**config.mk**
```make
export PLATFORM = sky130hd
export DESIGN_NAME = query_string_percent_decoder_core
export DESIGN_NICKNAME = d
export VERILOG_FILES = /design/src/hdl/qspd_pkg.sv /design/src/hdl/qspd_front.sv /design/src/hdl/qspd_queue.sv /design/src/hdl/qspd_back.sv /design/src/hdl/query_string_percent_decoder_core.sv
export SDC_FILE = /design/constraint.sdc
export NUM_CORES = 1
export LEC_CHECK = 0
export BUFFER_PORTS_ARGS = -buffer_cell sky130_fd_sc_hd__buf_2
export CAP_MARGIN = 10
export CORE_MARGIN = 2
export CORE_UTILIZATION = 50
export DETAILED_ROUTE_END_ITERATION = 8
export PLACE_DENSITY = 0.63
export SETUP_SLACK_MARGIN = 0.2
export SLEW_MARGIN = 0
export SYNTH_ARGS = -nofsm -noshare
export SYNTH_HDL_FRONTEND = slang
export SYNTH_SLANG_ARGS = --single-unit
```
**constraint.sdc**
```tcl
create_clock -name clk -period 9.6 [get_ports clk]
set_input_delay 2.4 -clock clk [delete_from_list [all_inputs] [get_ports clk]]
set_output_delay 2.4 -clock clk [all_outputs]
set_load 0.05 [all_outputs]
```
**src/hdl/qspd_pkg.sv**
```systemverilog
// Package for the query string percent decoder.
// Holds the channel item types, the result kind codes and the character constants.
// No dependencies.
package qspd_pkg;

  typedef struct packed {
    logic [7:0] byte_in;
    logic       end_of_query;
  } query_item_t;

  typedef struct packed {
    logic [1:0] kind;
    logic [7:0] decoded_byte;
    logic       run_last;
  } result_item_t;

  localparam logic [1:0] KIND_KEY    = 2'd0;
  localparam logic [1:0] KIND_VALUE  = 2'd1;
  localparam logic [1:0] KIND_ACCEPT = 2'd2;
  localparam logic [1:0] KIND_DROP   = 2'd3;

  localparam logic [7:0] CHAR_AMP   = 8'h26;
  localparam logic [7:0] CHAR_EQ    = 8'h3D;
  localparam logic [7:0] CHAR_PCT   = 8'h25;
  localparam logic [7:0] CHAR_PLUS  = 8'h2B;
  localparam logic [7:0] CHAR_SPACE = 8'h20;

  // One input byte causes at most this many results.
  localparam int unsigned MAX_RESULTS = 4;
  // Number of bundles the queue between front and back holds.
  localparam int unsigned QUEUE_DEPTH = 4;

  typedef struct packed {
    logic [1:0] kind;
    logic [7:0] data;
  } entry_t;

  // All results caused by one input byte, oldest in entry 0.
  typedef struct packed {
    logic [2:0]         count;
    entry_t [MAX_RESULTS-1:0] ent;
  } bundle_t;

endpackage

```
**src/hdl/qspd_front.sv**
```systemverilog
// Front part of the query string percent decoder: parse state and classification.
// Turns each accepted byte into a bundle of results. Depends on qspd_pkg.
module qspd_front (
  input  logic                 clk,
  input  logic                 rst,
  input  logic                 query_valid,
  output logic                 query_ready,
  input  qspd_pkg::query_item_t query,
  input  logic                 queue_full,
  output logic                 push,
  output qspd_pkg::bundle_t    bundle
);
  import qspd_pkg::*;

  logic       in_value;
  logic [1:0] pending_count;
  logic [3:0] pending_nibble;
  logic [7:0] pending_char;

  logic       in_value_next;
  logic [1:0] pending_count_next;
  logic [3:0] pending_nibble_next;
  logic [7:0] pending_char_next;

  logic       accept;

  function automatic logic [4:0] hex_value(input logic [7:0] c);
    // Bit 4 flags a valid hex digit; bits 3:0 hold its value.
    logic [4:0] r;
    r = 5'd0;
    if (c >= 8'h30 && c <= 8'h39) begin
      r = {1'b1, 4'(c - 8'h30)};
    end else if (c >= 8'h61 && c <= 8'h66) begin
      r = {1'b1, 4'(c - 8'h57)};
    end else if (c >= 8'h41 && c <= 8'h46) begin
      r = {1'b1, 4'(c - 8'h37)};
    end
    return r;
  endfunction

  function automatic bundle_t append(input bundle_t bd, input logic [1:0] k,
                                     input logic [7:0] d);
    bundle_t r;
    r = bd;
    if (bd.count < 3'(MAX_RESULTS)) begin
      r.ent[bd.count[1:0]].kind = k;
      r.ent[bd.count[1:0]].data = d;
      r.count = bd.count + 3'd1;
    end
    return r;
  endfunction

  assign query_ready = !queue_full;
  assign accept      = query_valid && query_ready;
  assign push        = accept && (bundle.count != 3'd0);

  always_comb begin
    logic [7:0] b;
    logic       eoq;
    logic [4:0] hv;
    logic       is_amp;
    logic       eq_key;
    logic       feed;
    logic       flush_old;
    logic       fresh;
    logic       decode;
    logic [1:0] npc;
    logic [1:0] dk;
    logic       accept_pair;
    bundle_t    bd;

    b   = query.byte_in;
    eoq = query.end_of_query;
    hv  = hex_value(b);
    is_amp = (b == CHAR_AMP);
    eq_key = (b == CHAR_EQ) && !in_value;
    feed   = !is_amp && !eq_key;
    flush_old = is_amp || eq_key || (feed && pending_count != 2'd0 && !hv[4]);
    fresh  = feed && (pending_count == 2'd0 || !hv[4]);
    decode = feed && pending_count == 2'd2 && hv[4];
    dk     = in_value ? KIND_VALUE : KIND_KEY;
    accept_pair = in_value || eq_key;

    npc = 2'd0;
    if (fresh && b == CHAR_PCT) begin
      npc = 2'd1;
    end else if (feed && pending_count == 2'd1 && hv[4]) begin
      npc = 2'd2;
    end

    bd = '0;
    // An escape broken by this byte, or cut short by the end of the part.
    if (flush_old && pending_count != 2'd0) begin
      bd = append(bd, dk, CHAR_PCT);
    end
    if (flush_old && pending_count == 2'd2) begin
      bd = append(bd, dk, pending_char);
    end
    if (fresh && b != CHAR_PCT) begin
      bd = append(bd, dk, (b == CHAR_PLUS) ? CHAR_SPACE : b);
    end
    if (decode) begin
      bd = append(bd, dk, {pending_nibble, hv[3:0]});
    end
    // The final byte leaves an escape that this byte itself opened or extended.
    if (feed && eoq && npc != 2'd0) begin
      bd = append(bd, dk, CHAR_PCT);
    end
    if (feed && eoq && npc == 2'd2) begin
      bd = append(bd, dk, b);
    end
    if (is_amp || eoq) begin
      bd = append(bd, accept_pair ? KIND_ACCEPT : KIND_DROP, 8'h00);
    end
    bundle = bd;

    in_value_next       = in_value;
    pending_count_next  = pending_count;
    pending_nibble_next = pending_nibble;
    pending_char_next   = pending_char;
    if (eoq || is_amp) begin
      in_value_next       = 1'b0;
      pending_count_next  = 2'd0;
      pending_nibble_next = 4'd0;
      pending_char_next   = 8'd0;
    end else if (eq_key) begin
      in_value_next       = 1'b1;
      pending_count_next  = 2'd0;
      pending_nibble_next = 4'd0;
      pending_char_next   = 8'd0;
    end else begin
      pending_count_next = npc;
      if (npc == 2'd2) begin
        pending_nibble_next = hv[3:0];
        pending_char_next   = b;
      end else if (npc == 2'd0) begin
        pending_nibble_next = 4'd0;
        pending_char_next   = 8'd0;
      end
    end
  end

  always_ff @(posedge clk) begin
    if (rst) begin
      in_value       <= 1'b0;
      pending_count  <= 2'd0;
      pending_nibble <= 4'd0;
      pending_char   <= 8'd0;
    end else if (accept) begin
      in_value       <= in_value_next;
      pending_count  <= pending_count_next;
      pending_nibble <= pending_nibble_next;
      pending_char   <= pending_char_next;
    end
  end

endmodule

```
**src/hdl/qspd_queue.sv**
```systemverilog
// Bundle queue between the front and back parts of the percent decoder.
// Small register FIFO of result bundles. Depends on qspd_pkg.
module qspd_queue (
  input  logic              clk,
  input  logic              rst,
  input  logic              push,
  input  qspd_pkg::bundle_t push_bundle,
  input  logic              pop,
  output logic              full,
  output logic              not_empty,
  output qspd_pkg::bundle_t head
);
  import qspd_pkg::*;

  localparam int unsigned PTR_W = $clog2(QUEUE_DEPTH);

  bundle_t            mem [QUEUE_DEPTH];
  logic [PTR_W-1:0]   wr_ptr;
  logic [PTR_W-1:0]   rd_ptr;
  logic [PTR_W:0]     fill;

  assign full      = (fill == (PTR_W+1)'(QUEUE_DEPTH));
  assign not_empty = (fill != '0);
  assign head      = mem[rd_ptr];

  always_ff @(posedge clk) begin
    if (push) begin
      mem[wr_ptr] <= push_bundle;
    end
  end

  always_ff @(posedge clk) begin
    if (rst) begin
      wr_ptr <= '0;
      rd_ptr <= '0;
      fill   <= '0;
    end else begin
      if (push) begin
        wr_ptr <= wr_ptr + 1'b1;
      end
      if (pop) begin
        rd_ptr <= rd_ptr + 1'b1;
      end
      unique case ({push, pop})
        2'b10:   fill <= fill + 1'b1;
        2'b01:   fill <= fill - 1'b1;
        default: fill <= fill;
      endcase
    end
  end

endmodule

```
**src/hdl/qspd_back.sv**
```systemverilog
// Back part of the percent decoder: serialises the head bundle onto the result channel.
// Marks the last result of each bundle. Depends on qspd_pkg.
module qspd_back (
  input  logic                  clk,
  input  logic                  rst,
  input  logic                  not_empty,
  input  qspd_pkg::bundle_t     head,
  output logic                  pop,
  output logic                  result_valid,
  input  logic                  result_ready,
  output qspd_pkg::result_item_t result
);
  import qspd_pkg::*;

  logic [1:0] idx;
  logic       last;

  assign last         = ({1'b0, idx} + 3'd1) == head.count;
  assign result_valid = not_empty;
  assign pop          = result_valid && result_ready && last;

  always_comb begin
    result.kind         = head.ent[idx].kind;
    result.decoded_byte = head.ent[idx].data;
    result.run_last     = last;
  end

  always_ff @(posedge clk) begin
    if (rst) begin
      idx <= 2'd0;
    end else if (result_valid && result_ready) begin
      idx <= last ? 2'd0 : idx + 2'd1;
    end
  end

endmodule

```
**src/hdl/query_string_percent_decoder_core.sv**
```systemverilog
// Top level of the query string percent decoder.
// Joins the front, the bundle queue and the back. Depends on qspd_pkg and the qspd modules.
//
// This block takes a form-encoded query string one byte per item and emits the decoded key
// and value bytes, each pair closed by a marker item that says whether the pair held an '='
// (accepted) or not (dropped). A '+' becomes a space, and '%' with two hex digits becomes one
// byte; a broken escape is passed on literally. A query byte is taken in the cycle it arrives
// whenever the bundle queue has room, and every byte is classified in that single cycle into
// a bundle of zero to four results. The queue holds four such bundles, so the input side
// keeps running while results wait to be taken. The result port delivers one item per cycle
// while result_ready is high, so a byte holds the output for as many items as it has results;
// with the usual one result per byte the sustained rate is one byte per cycle, and the output
// port sets the rate when bursts of separators and broken escapes arrive. Bytes that cause no
// result (a '%', a held hex digit, or a key-ending '=') leave nothing in the queue. The
// final-byte flag returns all parse state to its reset values. Each bundle is registered in
// the queue before its first result is offered on the result port.
module query_string_percent_decoder_core (
  input  logic                   clk,
  input  logic                   rst,
  input  logic                   query_valid,
  output logic                   query_ready,
  input  qspd_pkg::query_item_t  query,
  output logic                   result_valid,
  input  logic                   result_ready,
  output qspd_pkg::result_item_t result
);
  import qspd_pkg::*;

  // Front to queue.
  logic    push;
  bundle_t bundle;

  // Queue to back, and queue status back to the front.
  logic    queue_full;
  logic    not_empty;
  logic    pop;
  bundle_t head;

  // The front holds the parse state and turns each byte into a bundle combinationally.
  qspd_front u_front (
    .clk         (clk),
    .rst         (rst),
    .query_valid (query_valid),
    .query_ready (query_ready),
    .query       (query),
    .queue_full  (queue_full),
    .push        (push),
    .bundle      (bundle)
  );

  // The queue decouples the two sides so that each can stall on its own.
  qspd_queue u_queue (
    .clk         (clk),
    .rst         (rst),
    .push        (push),
    .push_bundle (bundle),
    .pop         (pop),
    .full        (queue_full),
    .not_empty   (not_empty),
    .head        (head)
  );

  // The back walks through the head bundle, one result per accepted output item.
  qspd_back u_back (
    .clk          (clk),
    .rst          (rst),
    .not_empty    (not_empty),
    .head         (head),
    .pop          (pop),
    .result_valid (result_valid),
    .result_ready (result_ready),
    .result       (result)
  );

endmodule
```
==> impl_metrics.json <==
{
  "startpoint": "query[1]",
  "grt_use_total_pct": 22.9,
  "clkSinkCount": 198,
  "worstPathArrival_ns": 9.10,
  "synthCells": 643,
  "min_to": "u_front.pending_char[0]",
  "crit-reg2reg-capture": "u_queue.fill[2]",
  "worst_pin_slew_ns": 1.18,
  "firstDrtPassIters": 5,
  "synth.avg_cell_area_sq_um": 14.8,
  "io_pins": 26,
  "cp-end-kind": "register",
  "top_layer": "met4",
  "min-delay-start": "u_front.pending_char[0]",
  "synthDistinctLibCells": 73,
  "synth_common_cells": "edfxtp_1 (172), mux4_2 (53), nor2_1 (46), nand2_1 (43), ha_1 (30)",
  "synth.cell_area_sq_um": 9490,
  "antenna_found_initial": 0,
  "synth_seq_area_share_pct": 59.9,
  "fmax_ghz": 0.115,
  "tns_ns": 0,
  "via_count": 5723,
  "peakVddDrop_uv": 113,
  "cts_root_buf": "clkbuf_16",
  "numCtsBuffers": 17,
  "maxSlewViolCount": 0,
  "io_buffer_count": 25,
  "wl_met3_microns": 1230,
  "cts.path.max_buffers": 2,
  "row_count": 50,
  "critPathTopFamily": "adder cells",
  "critPathMaxFanout": 17,
  "die_y_microns": 142,
  "p_per_area_nw_per_um2": 185,
  "r2r_setup_slack_ns": 3.35,
  "max_stage_delay_ns": 0.38,
  "cts_setup_buffers": 0,
  "finalPower_w": 0.00192,
  "slowest_stage": "fa_1",
  "hpwl_microns": 14100,
  "syn_to_final_growth_pct": 9.66,
  "htree_levels": 4,
  "required_ns": 9.97,
  "wl_microns": 21600,
  "synth-seq-cells": 198,
  "reg2reg_from": "u_front.pending_count[1]",
  "path_class": "in2reg",
  "hp-class": "reg2reg",
  "synth_edf_count": 172,
  "crit_top_cell": "ha_1",
  "postCtsResizedCells": 0,
  "start_util_pct": 50.9,
  "fin_crit_ns": 8.72,
  "synth_flop_cell": "edfxtp_1",
  "grt_max_degree": 44,
  "grt_overflow": 0,
  "yosys.area.top_type": "edfxtp_1",
  "finalClockSkew_ns": 0.0109,
  "grt_pass1_wl_microns": 34000,
  "critical_path_buf_inv_count": 6,
  "drc": 0,
  "placed_area_sq_um": 9860,
  "synthDominantCellAreaShare_pct": 54.4,
  "p_leak_nw": 3.57,
  "syn_nets": 687,
  "cts_tree": "built",
  "cts_hold_buf": 0,
  "drtIter0Drc": 538,
  "grt_pass1_vias": 5779,
  "wl_met2_microns": 10200,
  "reg2reg_depth": 29,
  "finalSetupViolCount": 0,
  "synthTopCellsByArea": "edfxtp_1 (54%), mux4_2 (13%), dfxtp_1 (5.5%), ha_1 (4.0%), nor2_1 (1.8%)",
  "rsz0062_at_grt": "false",
  "final_nets": 702,
  "antenna_cells": 0,
  "worstHoldPathCells": 1,
  "wl_per_cell_microns": 23.9,
  "async_flop_share_pct": 0,
  "drive_gt1_share_pct": 21.6,
  "drv_cap": 0,
  "slew_headroom_pct": 19.0,
  "final_area_sq_um": 10400,
  "place_congestion": 0.962,
  "fillers": 1466,
  "viasPerCell": 6.33,
  "outcome": "complete, no violations",
  "antenna_left": 0,
  "post-synth-top-count-cell": "edfxtp_1",
  "final.period_utilization_pct": 90.9,
  "die_w_microns": 142,
  "core_sq_um": 18600,
  "start_kind": "input port",
  "yosys_warnings": 0,
  "finalHoldViolations": 0,
  "clkTransAtPathRegs_ns": 0.07,
  "clk_latency_ns": 0.44,
  "dieArea_sq_um": 20100,
  "wl_met1_microns": 9680
}
cells in the final DEF (no fill, tap or decap), types with 3 or more instances in the layout:
cell / netlist / routed
a211oi_1: 7 / 7
a21o_1: 5 / 5
a21oi_1: 18 / 18
a221oi_1: 4 / 4
a22o_1: 18 / 18
a22oi_1: 13 / 13
a31oi_1: 6 / 6
and2_1: 10 / 6
and2_2: 0 / 4
and3_1: 10 / 10
buf_12: 0 / 3
buf_2: 10 / 25
buf_4: 1 / 6
clkbuf_16: 0 / 17
clkinvlp_4: 0 / 4
dfxtp_1: 26 / 24
edfxtp_1: 172 / 172
ha_1: 30 / 30
inv_1: 25 / 25
inv_6: 0 / 3
mux4_2: 53 / 53
nand2_1: 43 / 43
nand2b_1: 5 / 5
nand3_1: 7 / 7
nand4_1: 4 / 4
nor2_1: 46 / 46
nor2b_1: 4 / 4
nor3_1: 10 / 10
nor4_1: 3 / 3
o21ai_0: 16 / 16
o22ai_1: 4 / 4
o31ai_1: 4 / 4
or3_1: 3 / 3
xnor2_1: 7 / 7
xor2_1: 5 / 5
sequential cells by signal, summed over array words and instances, names as in the netlist, named ones only:
name and cells:
u_queue.wr_ptr 2, u_front.in_value 1, u_front.pending_count 2, u_queue.mem 172
u_front.pending_nibble 4, u_queue.fill 3, u_queue.rd_ptr 2, u_front.pending_char 8
u_back.idx 2
power by group:
part	total [W]	internal, W	switching [W]
clock network	0.000677	0.000359	0.000318
logic	0.000247	0.0000875	0.000160
registers	0.00100	0.000981	0.0000193
cell families (layout without fill, tap and decap cells):
group           count (synthesis)  count (layout)  synth area share (%)
flops                         198             198                  59.9
simple gates                  158             158                  8.38
compound gates                124             124                  10.7
buf+inv                        64              91                  2.78
mux                            56              56                  12.9
fa+ha+maj                      31              31                  4.17
xor+xnor                       12              12                  1.11
area by class of cell:
| type | count | area [sq um] | share of cell area (%) |
|---|---|---|---|
| Tap cell | 234 | 293 | 2.81 |
| Clock inverter | 13 | 124 | 1.19 |
| Sequential cell | 198 | 5690 | 54.6 |
| Inverter | 26 | 97.6 | 0.937 |
| Multi-Input combinational cell | 381 | 3550 | 34.1 |
| Timing Repair Buffer | 34 | 230 | 2.21 |
| Clock buffer | 18 | 429 | 4.12 |
per-layer routing:
layer / vias up / track usage, %
met3: 25 / 4.39
met2: 225 / 35.3
met1: 2918 / 32.4
met5: - / 0
met4: 0 / 9.05
li1: 2555 / -
worst max-delay path by stage:
| stage | cells after the start | end | slack [ns] |
|---|---|---|---|
| after floorplan | 30 | u_queue.mem[0][0] | 0.77 |
| after global placement | 34 | u_queue.fill[2] | 0.94 |
| after detailed placement | 34 | u_queue.fill[2] | 0.64 |
| after CTS | 34 | u_queue.fill[2] | 1.05 |
| after global routing | 33 | u_queue.fill[2] | 0.40 |
| final | 33 | u_queue.fill[2] | 0.88 |
stage by stage:
| step | utilization [%] | hold slack [ns] | std cells | setup WS [ns] |
|---|---|---|---|---|
| floorplan | - | 0.430 | 643 | 0.772 |
| global placement | 52.9 | 0.463 | 873 | 0.937 |
| detailed placement | 52.9 | 0.470 | 873 | 0.643 |
| CTS | 55.8 | 0.488 | 904 | 1.05 |
| global route | 55.8 | 0.502 | 904 | 0.399 |
| finish | 55.8 | 0.492 | 904 | 0.876 |
Power figures use the tool's default switching activity.
